==> src/rtl/aps_pkg.sv <==
package aps_pkg;

    localparam int PRIO_W  = 16;
    localparam int RT_W    = 16;
    localparam int TOTAL_W = 20;
    localparam int SLOT_W  = 4;

    localparam logic [PRIO_W-1:0]  PRIO_MAX  = '1;
    localparam logic [TOTAL_W-1:0] TOTAL_MAX = '1;

    localparam logic FUNC_LOAD = 1'b0;
    localparam logic FUNC_TICK = 1'b1;

    typedef enum logic [1:0] {
        ST_IDLE,
        ST_SCAN,
        ST_FINISH
    } state_t;

    // one slot of the process table; empty slots are those at or above the fill count
    typedef struct packed {
        logic              done;
        logic [RT_W-1:0]   runtime;
        logic [PRIO_W-1:0] prio;
    } entry_t;

endpackage

==> src/rtl/aps_if.sv <==
interface aps_req_if;
    import aps_pkg::*;

    logic              valid;
    logic              ready;
    logic              func;
    logic [PRIO_W-1:0] load_priority;
    logic [RT_W-1:0]   load_runtime;

    modport source (output valid, func, load_priority, load_runtime, input ready);
    modport sink   (input valid, func, load_priority, load_runtime, output ready);
endinterface

interface aps_rsp_if;
    import aps_pkg::*;

    logic               valid;
    logic               ready;
    logic [SLOT_W-1:0]  slot;
    logic               ok;
    logic               completed;
    logic [TOTAL_W-1:0] remaining_total;

    modport source (output valid, slot, ok, completed, remaining_total, input ready);
    modport sink   (input valid, slot, ok, completed, remaining_total, output ready);
endinterface

==> src/rtl/aps_table.sv <==
module aps_table #(
    parameter int SLOTS = 16
) (
    input  logic                     clk,
    input  logic                     wr_en,
    input  logic [$clog2(SLOTS)-1:0] wr_addr,
    input  aps_pkg::entry_t          wr_data,
    input  logic                     rd_en,
    input  logic [$clog2(SLOTS)-1:0] rd_addr,
    output aps_pkg::entry_t          rd_data
);
    import aps_pkg::*;

    entry_t mem [SLOTS];
    entry_t rd_data_reg;

    always_ff @(posedge clk)
    begin
        if (wr_en)
        begin
            mem[wr_addr] <= wr_data;
        end
        if (rd_en)
        begin
            rd_data_reg <= mem[rd_addr];
        end
    end

    assign rd_data = rd_data_reg;

endmodule

==> src/rtl/aps_ctrl.sv <==
module aps_ctrl #(
    parameter int SLOTS = 16
) (
    input  logic                     clk,
    input  logic                     rst_n,
    aps_req_if.sink                  req,
    aps_rsp_if.source                rsp,
    output logic                     mem_wr_en,
    output logic [$clog2(SLOTS)-1:0] mem_wr_addr,
    output aps_pkg::entry_t          mem_wr_data,
    output logic                     mem_rd_en,
    output logic [$clog2(SLOTS)-1:0] mem_rd_addr,
    input  aps_pkg::entry_t          mem_rd_data
);
    import aps_pkg::*;

    localparam int IW = $clog2(SLOTS);
    localparam int CW = $clog2(SLOTS + 1);
    localparam int XW = (IW > SLOT_W) ? IW : SLOT_W;
    localparam logic [CW-1:0] SLOTS_C = CW'(SLOTS);

    state_t state_reg, state_next;

    logic              func_reg;
    logic [PRIO_W-1:0] prio_in_reg;
    logic [RT_W-1:0]   rt_in_reg;

    logic [CW-1:0]      used_reg, used_next;
    logic [TOTAL_W-1:0] total_reg, total_next;
    logic [CW-1:0]      issue_reg, issue_next;
    logic               pend_reg, pend_next;
    logic [IW-1:0]      pend_idx_reg;
    logic               found_reg, found_next;
    logic [IW-1:0]      best_idx_reg, best_idx_next;
    entry_t             best_reg, best_next;

    logic              out_valid_reg, out_valid_next;
    logic [SLOT_W-1:0] out_slot_reg, out_slot_next;
    logic              out_ok_reg, out_ok_next;
    logic              out_done_reg, out_done_next;

    logic               accept;
    logic               commit;
    logic               scan_busy;
    logic [TOTAL_W:0]   total_sum;
    logic [XW-1:0]      slot_ext;
    logic [RT_W-1:0]    rt_dec;
    logic [PRIO_W-1:0]  prio_inc;

    assign accept    = req.valid && req.ready;
    assign commit    = (state_reg == ST_FINISH) && (!out_valid_reg || rsp.ready);
    assign scan_busy = (state_reg == ST_SCAN) && (issue_reg < used_reg);

    // next state
    always_comb
    begin
        state_next = state_reg;
        unique case (state_reg)
            ST_IDLE:
            begin
                if (accept)
                begin
                    state_next = (req.func == FUNC_TICK) ? ST_SCAN : ST_FINISH;
                end
            end
            ST_SCAN:
            begin
                if (!scan_busy && !pend_reg)
                begin
                    state_next = ST_FINISH;
                end
            end
            ST_FINISH:
            begin
                if (commit)
                begin
                    state_next = ST_IDLE;
                end
            end
            default: state_next = ST_IDLE;
        endcase
    end

    // datapath and memory control
    always_comb
    begin
        used_next      = used_reg;
        total_next     = total_reg;
        issue_next     = issue_reg;
        pend_next      = scan_busy;
        found_next     = found_reg;
        best_idx_next  = best_idx_reg;
        best_next      = best_reg;
        out_valid_next = out_valid_reg && !rsp.ready;
        out_slot_next  = out_slot_reg;
        out_ok_next    = out_ok_reg;
        out_done_next  = out_done_reg;
        mem_wr_en      = 1'b0;
        mem_wr_addr    = '0;
        mem_wr_data    = '0;
        mem_rd_en      = scan_busy;
        mem_rd_addr    = issue_reg[IW-1:0];
        total_sum      = {1'b0, total_reg} + {{(TOTAL_W + 1 - RT_W){1'b0}}, rt_in_reg};
        slot_ext       = '0;
        rt_dec         = (best_reg.runtime != '0) ? best_reg.runtime - 1'b1 : best_reg.runtime;
        prio_inc       = (best_reg.prio != PRIO_MAX) ? best_reg.prio + 1'b1 : best_reg.prio;

        if (accept)
        begin
            issue_next = '0;
            found_next = 1'b0;
        end

        if (scan_busy)
        begin
            issue_next = issue_reg + 1'b1;
        end

        // earliest slot wins a tie: only a strictly smaller number replaces the best
        if (pend_reg && !mem_rd_data.done &&
            (!found_reg || (mem_rd_data.prio < best_reg.prio)))
        begin
            found_next    = 1'b1;
            best_idx_next = pend_idx_reg;
            best_next     = mem_rd_data;
        end

        if (commit)
        begin
            out_valid_next = 1'b1;
            out_slot_next  = '0;
            out_ok_next    = 1'b0;
            out_done_next  = 1'b0;
            if (func_reg == FUNC_LOAD)
            begin
                if ((rt_in_reg != '0) && (used_reg < SLOTS_C))
                begin
                    mem_wr_en        = 1'b1;
                    mem_wr_addr      = used_reg[IW-1:0];
                    mem_wr_data.done = 1'b0;
                    mem_wr_data.runtime = rt_in_reg;
                    mem_wr_data.prio = prio_in_reg;
                    used_next        = used_reg + 1'b1;
                    total_next       = total_sum[TOTAL_W] ? TOTAL_MAX : total_sum[TOTAL_W-1:0];
                    slot_ext         = XW'(used_reg[IW-1:0]);
                    out_slot_next    = slot_ext[SLOT_W-1:0];
                    out_ok_next      = 1'b1;
                end
            end
            else if (found_reg)
            begin
                mem_wr_en           = 1'b1;
                mem_wr_addr         = best_idx_reg;
                mem_wr_data.done    = (rt_dec == '0);
                mem_wr_data.runtime = rt_dec;
                mem_wr_data.prio    = prio_inc;
                if (total_reg != '0)
                begin
                    total_next = total_reg - 1'b1;
                end
                slot_ext      = XW'(best_idx_reg);
                out_slot_next = slot_ext[SLOT_W-1:0];
                out_ok_next   = 1'b1;
                out_done_next = (rt_dec == '0);
            end
        end
    end

    always_ff @(posedge clk or negedge rst_n)
    begin
        if (!rst_n)
        begin
            state_reg     <= ST_IDLE;
            used_reg      <= '0;
            total_reg     <= '0;
            issue_reg     <= '0;
            pend_reg      <= 1'b0;
            found_reg     <= 1'b0;
            out_valid_reg <= 1'b0;
        end
        else
        begin
            state_reg     <= state_next;
            used_reg      <= used_next;
            total_reg     <= total_next;
            issue_reg     <= issue_next;
            pend_reg      <= pend_next;
            found_reg     <= found_next;
            out_valid_reg <= out_valid_next;
        end
    end

    always_ff @(posedge clk)
    begin
        if (accept)
        begin
            func_reg    <= req.func;
            prio_in_reg <= req.load_priority;
            rt_in_reg   <= req.load_runtime;
        end
        pend_idx_reg <= issue_reg[IW-1:0];
        best_idx_reg <= best_idx_next;
        best_reg     <= best_next;
        out_slot_reg <= out_slot_next;
        out_ok_reg   <= out_ok_next;
        out_done_reg <= out_done_next;
    end

    assign req.ready           = (state_reg == ST_IDLE);
    assign rsp.valid           = out_valid_reg;
    assign rsp.slot            = out_slot_reg;
    assign rsp.ok              = out_ok_reg;
    assign rsp.completed       = out_done_reg;
    assign rsp.remaining_total = total_reg;

endmodule

==> src/rtl/aging_priority_scheduler_top.sv <==
// Aging priority scheduler. Processes are loaded into a table of SLOTS slots
// in arrival order (slots are never reused); a tick runs the ready process with
// the smallest priority number, ties going to the earliest-loaded slot, then
// ages it by one and charges it one time unit. Each request gives exactly one
// response. A load is answered without reading the table; a tick's response
// comes only after the whole filled part of the table has been read, because
// the table sits in a synchronous memory with one read and one write port
// that is scanned one entry per cycle, and the last read must return before
// the result is formed. A new request is taken while the previous response is
// still waiting on the output register, but its result is held back until that
// response leaves, so a stalled output can delay the next response. Occupancy
// is tracked by a fill count, so no memory clearing is needed after reset.
module aging_priority_scheduler_top #(
    parameter int SLOTS = 16
) (
    input  logic      clk,
    input  logic      rst_n,
    aps_req_if.sink   req,
    aps_rsp_if.source rsp
);
    import aps_pkg::*;

    localparam int IW = $clog2(SLOTS);

    logic          mem_wr_en;
    logic [IW-1:0] mem_wr_addr;
    entry_t        mem_wr_data;
    logic          mem_rd_en;
    logic [IW-1:0] mem_rd_addr;
    entry_t        mem_rd_data;

    aps_ctrl #(
        .SLOTS (SLOTS)
    ) u_ctrl (
        .clk         (clk),
        .rst_n       (rst_n),
        .req         (req),
        .rsp         (rsp),
        .mem_wr_en   (mem_wr_en),
        .mem_wr_addr (mem_wr_addr),
        .mem_wr_data (mem_wr_data),
        .mem_rd_en   (mem_rd_en),
        .mem_rd_addr (mem_rd_addr),
        .mem_rd_data (mem_rd_data)
    );

    aps_table #(
        .SLOTS (SLOTS)
    ) u_table (
        .clk     (clk),
        .wr_en   (mem_wr_en),
        .wr_addr (mem_wr_addr),
        .wr_data (mem_wr_data),
        .rd_en   (mem_rd_en),
        .rd_addr (mem_rd_addr),
        .rd_data (mem_rd_data)
    );

endmodule

==> src/flat_wrapper.sv <==
// flat-port wrapper written by rule: the top's interface ports become plain ports
module aging_priority_scheduler_top_flat import aps_pkg::*;
#(
    parameter int SLOTS = 16
)
  (clk, rst_n, req_valid, req_func, req_load_priority, req_load_runtime, req_ready, rsp_valid, rsp_slot, rsp_ok, rsp_completed, rsp_remaining_total, rsp_ready);
  aps_req_if req_i ();
  aps_rsp_if rsp_i ();
  input  logic clk;
  input  logic rst_n;
  input wire logic [$bits(req_i.valid)-1:0] req_valid;
  input wire logic [$bits(req_i.func)-1:0] req_func;
  input wire logic [$bits(req_i.load_priority)-1:0] req_load_priority;
  input wire logic [$bits(req_i.load_runtime)-1:0] req_load_runtime;
  output wire logic [$bits(req_i.ready)-1:0] req_ready;
  output wire logic [$bits(rsp_i.valid)-1:0] rsp_valid;
  output wire logic [$bits(rsp_i.slot)-1:0] rsp_slot;
  output wire logic [$bits(rsp_i.ok)-1:0] rsp_ok;
  output wire logic [$bits(rsp_i.completed)-1:0] rsp_completed;
  output wire logic [$bits(rsp_i.remaining_total)-1:0] rsp_remaining_total;
  input wire logic [$bits(rsp_i.ready)-1:0] rsp_ready;
  assign req_i.valid = req_valid;
  assign req_i.func = req_func;
  assign req_i.load_priority = req_load_priority;
  assign req_i.load_runtime = req_load_runtime;
  assign req_ready = req_i.ready;
  assign rsp_valid = rsp_i.valid;
  assign rsp_slot = rsp_i.slot;
  assign rsp_ok = rsp_i.ok;
  assign rsp_completed = rsp_i.completed;
  assign rsp_remaining_total = rsp_i.remaining_total;
  assign rsp_i.ready = rsp_ready;
  aging_priority_scheduler_top #(.SLOTS(SLOTS)) u_core (.clk(clk), .rst_n(rst_n), .req(req_i), .rsp(rsp_i));
endmodule
==> config.mk <==
export PLATFORM = sky130hd
export DESIGN_NAME = aging_priority_scheduler_top_flat
export DESIGN_NICKNAME = d
export VERILOG_FILES = /design/src/rtl/aps_pkg.sv /design/src/rtl/aps_if.sv /design/src/rtl/aps_table.sv /design/src/rtl/aps_ctrl.sv /design/src/rtl/aging_priority_scheduler_top.sv /design/src/flat_wrapper.sv
export SDC_FILE = /design/constraint.sdc
export NUM_CORES = 1
export LEC_CHECK = 0
export BUFFER_PORTS_ARGS = -buffer_cell sky130_fd_sc_hd__clkbuf_2
export CAP_MARGIN = 15
export CELL_PAD_IN_SITES_DETAIL_PLACEMENT = 0
export CELL_PAD_IN_SITES_GLOBAL_PLACEMENT = 1
export CORE_ASPECT_RATIO = 1.2
export CORE_MARGIN = 8
export CORE_UTILIZATION = 43
export CTS_BUF_LIST = sky130_fd_sc_hd__clkbuf_2
export DETAILED_ROUTE_END_ITERATION = 8
export PLACE_DENSITY_LB_ADDON = 0.1
export SLEW_MARGIN = 20
export SYNTH_ARGS = -nofsm -noshare
export SYNTH_HDL_FRONTEND = slang
export SYNTH_SLANG_ARGS = --single-unit
==> constraint.sdc <==
create_clock -name clk -period 9.8 [get_ports clk]
set_input_delay 0 -clock clk [delete_from_list [all_inputs] [get_ports clk]]
set_output_delay 0 -clock clk [all_outputs]
set_load 0.05 [all_outputs]
==> impl_metrics.tcl, run 1 <==
set metrics [dict create \
    critPathTopFamily "simple AND/OR/NAND/NOR gates" \
    grt_start_max_net_pins 56 \
    dp_hpwl_um 38870 \
    path_common_cell "buf_4" \
    drive_above_1_share_pct 30.02 \
    grt_pass1_wl_um 102600 \
    r2r_end "u_core.u_table.mem[13][10]" \
    crit_type "register to register" \
    nets 1913 \
    cellLeakagePower_nw 10.93 \
    reg2reg_depth 8 \
    drt_pre_antenna_iters 7 \
    path_buf_inv 2 \
    required_ps 10640 \
    num_rows 102 \
    syn-cell-area_um2 27810 \
    critical_path.endpoint_type "register" \
    slew_violations 0 \
    numCtsBuffers 169 \
    gp_congestion 0.8108 \
    yosysTopAreaCell "edfxtp_1" \
    yosysUniqueCellTypes 72 \
    slowest_delay_ps 790 \
    die_y_um 294.6 \
    fmax_ghz 0.2575 \
    dieArea_um2 73110 \
    synth.area.top_cells "edfxtp_1 (69%), mux4_2 (13%), dfrtp_1 (3.1%), ha_1 (1.8%), o21ai_0 (1.2%)" \
    critPathSlowestCell "a41oi_1" \
    tns_ps 0 \
    path_cells "buf_4 -> or2_2 -> a41oi_1 -> a22oi_1 -> nor3_1 -> nand2_1 -> nor2_4 -> buf_4" \
    hp-start "rsp_ready" \
    peakVddDrop_uv 106.9 \
    power.density_nw_per_um2 245.2 \
    cp_data_arrival_time_ps 4720 \
    synth_edf_count 636 \
    core_area_um2 64320 \
    drc 0 \
    min_path_cells 6 \
    ant_nets 0 \
    num_vias 15349 \
    largest_reg_flops 528 \
    hold_end "u_core.u_ctrl.state_reg[1]" \
    period_minus_slack_ps 3883 \
    ctsRootBufferMaster "clkbuf_2" \
    wl_per_cell_um 24.41 \
    yosysSeqAreaShare_pct 72.11 \
    slew-limit-headroom_pct 29.44 \
    worstPathMaxFanout 33 \
    synth_ff_type "edfxtp_1" \
    clock_latency_ps 1290 \
    port_buffers 64 \
    cts_tree "built" \
    hold_violations 0 \
    io_pins 65 \
    fin_crit_sh_pct 39.62 \
    status "finished clean" \
    initial_core_util_pct 43.24 \
    hp-class "input port to register" \
    drtIter0Drc 978 \
    overflow 0 \
    syn_inst 1503 \
    tightest_slew_ps 1045 \
    clockBufferDepth 3 \
    r2r-start "u_core.u_ctrl.func_reg" \
    hold_ws_ps 286.6 \
    grt_pass1_vias 16645 \
    total_power_mw 7.877 \
    synth_top_area_share_pct 68.67 \
    die_w_um 248.2 \
    rsz0062_at_grt "no" \
    syn_to_final_growth_pct 15.48 \
    syn-num-nets 1581 \
    grtUsageTotal_pct 19.20 \
    syn_avg_cell_area_um2 18.50 \
    ys_seq_elements 675 \
    viasPerCell 5.497 \
    yosysWarnings 0 \
    totalWireLength_um 68170 \
    cp.depth 8 \
    setup_viol 0 \
    clock_sinks 675 \
    startpoint_type "register" \
    worst-r2r-setup-slack_ps 5920 \
    htree_levels 4 \
    finClkSkew_ps 91.87 \
    clk_pin_slew_ps 100 \
    antenna_found_initial 1 \
    async_flop_share_pct 5.185 \
    cap_viol_max_count 0 \
]
[where the power goes]
group / total (mW) / internal, mW / switching (mW)
registers: 3.84 / 3.59 / 0.249
clock network: 1.89 / 0.761 / 1.13
logic: 2.15 / 0.895 / 1.25
total: 7.88 / 5.24 / 2.63
[tightest hold or removal path: cells and delay by family]
family                 cells  cell delay (ps)
AO/OA/AOI/OAI              1               70
buffers and inverters      3             1170
AND/OR/NAND/NOR            2              270
[repair_timing]
item | CTS | global route
hold buffers | 108 | 0
buffers inserted | 0 | 0
hold endpoints to repair | 272 | 0
gates resized for setup | 0 | 0
[final cells by class]
class / count / area [µm²]
multi-input cells: 731 / 7523
clock buffers: 236 / 1181
clock inverters: 59 / 369.1
diodes: 1 / 2.502
well taps: 832 / 1041
flip-flops and latches: 675 / 20060
inverters: 32 / 120.1
fillers: 5441 / 32200
repair buffers: 226 / 1817
[cell families after synthesis]
kind of cell	share of synthesized area (%)
buffers and inverters	1.336
AOI/OAI and AO/OA	4.935
DFF	72.11
and+or+nand+nor	4.976
muxes	13.73
adders and majority gates	1.872
xor gates and xnor gates	1.039
[how the worst max path moves through the flow]
stage	startpoint	endpoint	slack [ps]
4_1_cts	u_core.u_ctrl.func_reg	u_core.u_table.mem[13][10]	5830
6_report	u_core.u_ctrl.func_reg	u_core.u_table.mem[13][10]	5920
3_5_place_dp	u_core.u_ctrl.func_reg	u_core.u_table.mem[13][10]	5910
2_1_floorplan	u_core.u_ctrl.best_reg[9]	u_core.u_ctrl.best_idx_reg[0]	5880
5_1_grt	u_core.u_ctrl.func_reg	u_core.u_table.mem[13][10]	5640
3_3_place_gp	u_core.u_ctrl.issue_reg[0]	u_core.u_table.rd_data[9]	5950
[cell usage in the layout (no fill, tap or decap), types with 5 or more instances in the layout]
cell type,n
nor3_1,22
a31oi_1,5
a21oi_1,32
o21ai_0,65
clkbuf_2,300
nor4_1,13
clkinv_2,5
nor2_1,37
nand2_1,75
and3_1,5
nand2b_1,11
a21o_1,16
a211oi_1,11
o311ai_0,6
edfxtp_1,636
mux2i_1,7
nand3_1,29
nand4_1,17
or4_1,6
dlygate4sd3_1,107
dfrtp_1,31
o221ai_1,5
mux4_2,165
clkinv_1,41
inv_1,30
nor2_4,16
xor2_1,8
o211ai_1,6
or3_1,6
a22o_1,8
o31ai_1,9
xnor2_1,25
buf_4,54
ha_1,40
or2_2,12
[per-layer routing]
metal,global-route usage (%),vias up,share of wire [%]
met2,34.40,338,53
li1,-,6954,-
met3,4.368,107,3.9
met5,0,-,0
met4,6.423,0,2.3
met1,22.56,7950,40
[through the flow]
step | setup slack [ps] | util [%] | area [µm²] | instances
final | 5917 | 49.93 | 32120 | 2792
after global routing | 5636 | 49.93 | 32120 | 2792
after CTS | 5833 | 49.93 | 32120 | 2791
after detailed placement | 5914 | 45.82 | 29470 | 2388
after global placement | 5946 | 45.82 | 29470 | 2388
after floorplan | 5879 | - | 27810 | 1503
[synthesized netlist by cell type (7+ instances only)]
master,number
nor2_1,53
o31ai_1,9
clkbuf_1,44
ha_1,40
a21o_1,16
or2_2,12
a22o_1,8
nand4_1,17
dfrtp_1,35
edfxtp_1,636
mux2i_1,7
nand2b_1,11
xnor2_1,25
nor4_1,13
buf_1,15
nor3_1,23
xor2_1,8
mux4_2,165
nand3_1,29
inv_1,31
a211oi_1,11
o21ai_0,66
nand2_1,75
a21oi_1,33
No activity file was read; power rests on OpenSTA's default activity.
==> inputs of run 2 (changes only) <==
==> constraint.sdc (replaced) <==
create_clock -name clk -period 3.4 [get_ports clk]
set_input_delay 0 -clock clk [delete_from_list [all_inputs] [get_ports clk]]
set_output_delay 0 -clock clk [all_outputs]
set_load 0.05 [all_outputs]
==> run 2 against run 1 <==
Compared with the run above: clock skew rose by 39 ps; sequential power grew to 2.8 times the previous value; flip-flop and latch count stayed put; clock power grew to 2.8 times the previous value; first-iteration DRC count is the same; largest power group unchanged.
==> impl_metrics.tcl, run 2 (same netlist as run 1, synthesis figures left out) <==
set metrics [dict create \
    rsz0062_at_grt "no" \
    wl_met1_um 28940 \
    required_ps 4460 \
    num_vias 15769 \
    hold_violations 0 \
    cp_data_arrival_time_ps 4200 \
    tns_ps 0 \
    top_layer "met4" \
    slew-limit-headroom_pct 33.47 \
    dp_hpwl_um 41650 \
    clock_sinks 675 \
    die_w_um 248.2 \
    seqCellArea_um2 20060 \
    critPathCapture "u_core.u_table.mem[9][32]" \
    grt_pass1_wl_um 106400 \
    r2r_end "u_core.u_table.mem[9][32]" \
    largest_reg_flops 528 \
    initial_core_util_pct 43.24 \
    nets 1955 \
    htree_levels 4 \
    critical_path.startpoint "u_core.u_ctrl.best_reg[23]" \
    clockBufferDepth 3 \
    drtIter0Drc 978 \
    grt_start_max_net_pins 137 \
    postCtsSetupBuffers 0 \
    clk_pin_slew_ps 110 \
    numCtsBuffers 168 \
    gp_congestion 0.7915 \
    post-route-cell-area_um2 32640 \
    wl_per_cell_um 25.05 \
    wl_met3_um 3629 \
    fin_util_pct 50.74 \
    critical_path.endpoint_type "register" \
    fin_crit_sh_pct 92.10 \
    io_pins 65 \
    finClkSkew_ps 131.1 \
    num_rows 102 \
    port_buffers 64 \
    status "finished clean" \
    hp-class "input port to register" \
    period_minus_slack_ps 3132 \
    drive_above_1_share_pct 31.65 \
    startpoint_type "register" \
    drt_pre_antenna_iters 4 \
    grtUsageTotal_pct 19.91 \
    syn_to_final_growth_pct 17.36 \
    hold_ws_ps 202.6 \
    clock_latency_ps 1330 \
    die_y_um 294.6 \
    setup_viol 0 \
    worstPathMaxFanout 16 \
    cellLeakagePower_nw 11.17 \
    cap_viol_max_count 0 \
    slew_violations 0 \
    mostFrequentLayoutCell "edfxtp_1" \
    overflow 0 \
    place_area_um2 30060 \
    wl_met2_um 37080 \
    critPathSlowestCell "or4_1" \
    path_cells "or4_1 -> nor3_2 -> nand2_1 -> mux2i_1 -> o21ai_0 -> nor3b_1 -> buf_4" \
    reg2reg_depth 7 \
    fill_cells 5478 \
    dieArea_um2 73110 \
    slowest_delay_ps 710 \
    ant_nets 0 \
    grt_pass1_vias 17011 \
    worst-r2r-setup-slack_ps 270 \
    fmax_ghz 0.3193 \
    ctsRootBufferMaster "clkbuf_2" \
    r2r-start "u_core.u_ctrl.best_reg[23]" \
    peakVddDrop_uv 336.8 \
    antenna_found_initial 1 \
    viasPerCell 5.566 \
    core_area_um2 64320 \
    cts_tree "built" \
    final_cell_mix "edfxtp_1 (636), clkbuf_2 (308), mux4_2 (165), dlygate4sd3_1 (109), nand2_1 (75)" \
    totalWireLength_um 70960 \
    multi_input_area_um2 7526 \
    crit_type "register to register" \
    power.density_nw_per_um2 700.2 \
    tightest_slew_ps 998.0 \
    drc 0 \
]
## run 2: cell count changes in the layout (fill, tap and decap cells not counted)
cell,change
buf_4,+19
bufinv_16,-3
inv_6,-1
clkinvlp_4,+2
clkbuf_2,+8
dlygate4sd3_1,+2
clkinv_2,-1
nor2_1,-1
clkinv_4,-2
o21ai_0,+1
o21ai_1,-1
buf_12,+22
clkinv_1,-5
nor2_2,+1
## run 2: worst min-delay path by stage
stage / start / endpoint / slack, ps / cells past startpoint
2_1_floorplan: rst_n / u_core.u_ctrl.found_reg / -300 / 0
3_3_place_gp: req_load_priority[0] / u_core.u_ctrl.prio_in_reg[0] / 180 / 1
5_1_grt: req_valid / u_core.u_ctrl.found_reg / 110 / 6
3_5_place_dp: req_load_priority[0] / u_core.u_ctrl.prio_in_reg[0] / 180 / 1
6_report: req_valid / u_core.u_ctrl.found_reg / 200 / 6
4_1_cts: req_valid / u_core.u_ctrl.found_reg / 1 / 6
## run 2: per-layer routing
layer	up-vias	track usage, %
met5	-	0
met4	0	5.964
met3	110	4.686
met2	444	34.68
met1	8167	24.48
li1	7048	-
## run 2: worst max-delay path, delay by kind of cell (launching register included)
kind	cells	cell delay, ps
AO/OA/AOI/OAI	1	410
buffers and inverters	1	250
flip-flops	1	490
multiplexers	1	180
AND/OR/NAND/NOR	4	1600
## run 2: area by class of cell
class | instances | share of cell area, %
diodes | 1 | 0.007667
flip-flops and latches | 675 | 61.47
repair buffers | 269 | 7.414
inverters | 32 | 0.3680
well taps | 832 | 3.189
clock buffers | 244 | 3.741
multi-input cells | 731 | 23.06
clock inverters | 49 | 0.7475
## run 2: repair_timing
item | CTS | global route
gates resized for setup | 0 | 1
setup endpoints to repair | 0 | 2
endpoints found under the hold margin | 318 | 0
hold buffers | 110 | 0
## run 2: metrics by stage
| step | setup WS (ps) | total power, mW | cells |
|---|---|---|---|
| floorplan | -250.4 | 15.43 | 1503 |
| global placement | 337.0 | 17.74 | 2429 |
| detailed placement | 297.9 | 17.79 | 2429 |
| CTS | 205.3 | 23.22 | 2832 |
| global route | 70.38 | 24.13 | 2833 |
| finish | 268.5 | 22.85 | 2833 |
## run 2: power breakdown
part           leakage (nW)  total [mW]  internal (mW)  switching (mW)
sequential             6.34        10.9           10.3           0.551
clock                  1.12        5.26           2.00            3.26
combinational          3.72        6.71           2.82            3.88
==> inputs of run 3 (changes only) <==
--- a/config.mk
+++ b/config.mk
@@ -18,4 +18,5 @@
 export SLEW_MARGIN = 20
 export SYNTH_ARGS = -nofsm -noshare
 export SYNTH_HDL_FRONTEND = slang
+export SYNTH_HIERARCHICAL = 1
 export SYNTH_SLANG_ARGS = --single-unit
==> run 3 against run 2 <==
Compared with the run above: routed wire length grew 1.9%; cell count grew 3.4%; critical endpoint is now u_core/u_table/mem[0][20]; total power grew 2.1%; largest power group unchanged; critical path depth is the same; first-iteration DRC count grew 18%; synthesized area grew 1.3%.
==> impl_metrics.tcl, run 3 <==
set metrics [dict create \
    yosysTopAreaCell "edfxtp_1" \
    top_usage_layer "met2" \
    yosysWarnings 6 \
    drt_pre_antenna_iters 7 \
    clk_pin_slew_ps 90 \
    peakVddDrop_uv 324.6 \
    syn_inst 1599 \
    htree_levels 4 \
    worst-r2r-setup-slack_ps 280 \
    totalWireLength_um 72340 \
    r2r-start "u_core/u_ctrl/rt_in_reg[1]" \
    path_cells "nor4_1 -> a41oi_4 -> a22o_1 -> and2_1 -> or3b_2 -> nor3_4 -> buf_12" \
    syn-num-nets 1677 \
    syn-cell-area_um2 28160 \
    slew-limit-headroom_pct 31.63 \
    viasPerCell 5.547 \
    ys_top_cells_by_count "edfxtp_1 (636), mux4_2 (113), nand2_1 (107)" \
    synth_ff_type "edfxtp_1" \
    io_pins 65 \
    drtIter0Drc 1152 \
    num_vias 16247 \
    core_area_um2 65340 \
    num_rows 103 \
    overflow 0 \
    dp_hpwl_um 46600 \
    required_ps 4350 \
    fin_crit_sh_pct 91.74 \
    slowest_delay_ps 600 \
    drive_above_1_share_pct 28.44 \
    wl_per_cell_um 24.70 \
    min_path_cells 5 \
    tightest_slew_ps 1022 \
    numCtsBuffers 167 \
    startpoint_type "register" \
    rsz0062_at_grt "no" \
    nets 2044 \
    ctsRootBufferMaster "clkbuf_2" \
    yosysSeqAreaShare_pct 71.21 \
    antenna_found_initial 4 \
    cap_viol_max_count 0 \
    hold_end "u_core/u_ctrl/state_reg[1]" \
    clock_latency_ps 1330 \
    setup_viol 0 \
    synth_top_area_share_pct 67.82 \
    postCtsSetupBuffers 0 \
    clockBufferDepth 3 \
    largest_reg_flops 528 \
    cts_tree "built" \
    cellLeakagePower_nw 11.34 \
    yosysUniqueCellTypes 79 \
    critical_path.endpoint_type "register" \
    reg2reg_depth 7 \
    critPathSlowestCell "or3b_2" \
    syn_to_final_growth_pct 16.81 \
    grt_start_max_net_pins 76 \
    grt_pass1_wl_um 108400 \
    ant_nets 0 \
    hold_violations 0 \
    grtUsageTotal_pct 19.84 \
    ys_seq_elements 675 \
    die_y_um 296.3 \
    status "finished clean" \
    r2r_end "u_core/u_table/mem[0][20]" \
    use_met1_pct 25.58 \
    syn_avg_cell_area_um2 17.61 \
    cp_data_arrival_time_ps 4070 \
    synth.area.top_cells "edfxtp_1 (68%), mux4_2 (9.0%), dfrtp_1 (3.1%), a22oi_1 (1.8%), ha_1 (1.8%)" \
    async_flop_share_pct 5.185 \
    final_cell_mix "edfxtp_1 (636), clkbuf_2 (298), mux4_2 (113), dlygate4sd3_1 (107), nand2_1 (107)" \
    yosysMostFrequentCell "edfxtp_1" \
    dieArea_um2 73970 \
    worstPathMaxFanout 25 \
    period_minus_slack_ps 3119 \
    slew_violations 0 \
    hp-start "req_valid" \
    finClkSkew_ps 129.5 \
    place_ws_ps 293.4 \
    gp_congestion 0.8385 \
    grt_pass1_vias 17381 \
    mostFrequentLayoutCell "edfxtp_1" \
    crit_type "register to register" \
    drc 0 \
    use_met3_pct 5.269 \
    port_buffers 64 \
    tns_ps 0 \
    synth_edf_count 636 \
    setup_ws_ps 280.7 \
    clock_sinks 675 \
    fmax_ghz 0.3206 \
    initial_core_util_pct 43.10 \
    hp-class "input port to register" \
    die_w_um 249.6 \
    power.density_nw_per_um2 709.0 \
    use_met2_pct 32.81 \
]
-- run 3: what timing repair did --
item,CTS,global route
hold buffers,108,0
setup endpoints to repair,0,0
endpoints found under the hold margin,763,0
resized for setup,0,0
-- run 3: logic make-up after synthesis --
| family | Yosys count | share of synthesized area, % |
|---|---|---|
| muxes | 145 | 11.28 |
| xor gates and xnor gates | 36 | 1.120 |
| buffers and inverters | 116 | 2.257 |
| and+or+nand+nor | 329 | 5.936 |
| AOI/OAI and AO/OA | 257 | 6.349 |
| adders and majority gates | 41 | 1.848 |
| DFF | 675 | 71.21 |
-- run 3: power by group --
group / internal [mW] / switching (mW)
Combinational: 2.69 / 4.19
Sequential: 10.3 / 0.682
Clock: 2.24 / 3.22
-- run 3: routing by layer --
metal | part of all wire (%) | vias up | routed length (µm)
met3 | 6.3 | 101 | 4578
met5 | 0 | - | 0
li1 | - | 7338 | -
met4 | 1.9 | 0 | 1373
met1 | 43 | 8312 | 30960
met2 | 49 | 496 | 35420
-- run 3: critical path, delay by kind of cell, from the launching register on --
| family | cells | cell delay [ps] |
|---|---|---|
| buffers and inverters | 1 | 250 |
| AND/OR/NAND/NOR | 4 | 1460 |
| AO/OA/AOI/OAI | 2 | 600 |
| flip-flops | 1 | 480 |
-- run 3: how the worst max path moves through the flow --
| stage | startpoint | slack (ps) | endpoint |
|---|---|---|---|
| final | u_core/u_ctrl/rt_in_reg[1] | 280 | u_core/u_table/mem[0][20] |
| after global routing | u_core/u_ctrl/rt_in_reg[7] | 30 | u_core/u_ctrl/rsp.remaining_total[5] |
| after CTS | u_core/u_ctrl/rt_in_reg[4] | 230 | u_core/u_table/mem[0][20] |
| after detailed placement | u_core/u_ctrl/rt_in_reg[4] | 290 | u_core/u_table/mem[0][27] |
| after global placement | u_core/u_ctrl/rt_in_reg[3] | 310 | u_core/u_table/mem[0][13] |
| after floorplan | u_core/u_ctrl/rsp.valid | -520 | u_core/u_table/mem[1][0] |
-- run 3: layout make-up --
cell class / instances / area [µm²]
Antenna cell: 4 / 10.01
Clock buffer: 234 / 1171
Clock inverter: 54 / 365.4
Fill cell: 5463 / 32440
Inverter: 39 / 146.4
Multi-Input combinational cell: 808 / 7656
Sequential cell: 675 / 20060
Tap cell: 840 / 1051
Timing Repair Buffer: 275 / 2435
-- run 3: through the flow --
stage | total power, mW | instance area (µm²) | utilization (%) | std cells | hold slack [ps]
floorplan | 15.67 | 28230 | - | 1599 | -295.6
global placement | 17.93 | 30260 | 46.31 | 2529 | 177.7
detailed placement | 18.00 | 30260 | 46.31 | 2529 | 178.7
CTS | 23.64 | 32880 | 50.33 | 2925 | 4.129
global route | 24.65 | 32890 | 50.34 | 2928 | 70.42
finish | 23.32 | 32900 | 50.35 | 2929 | 223.8
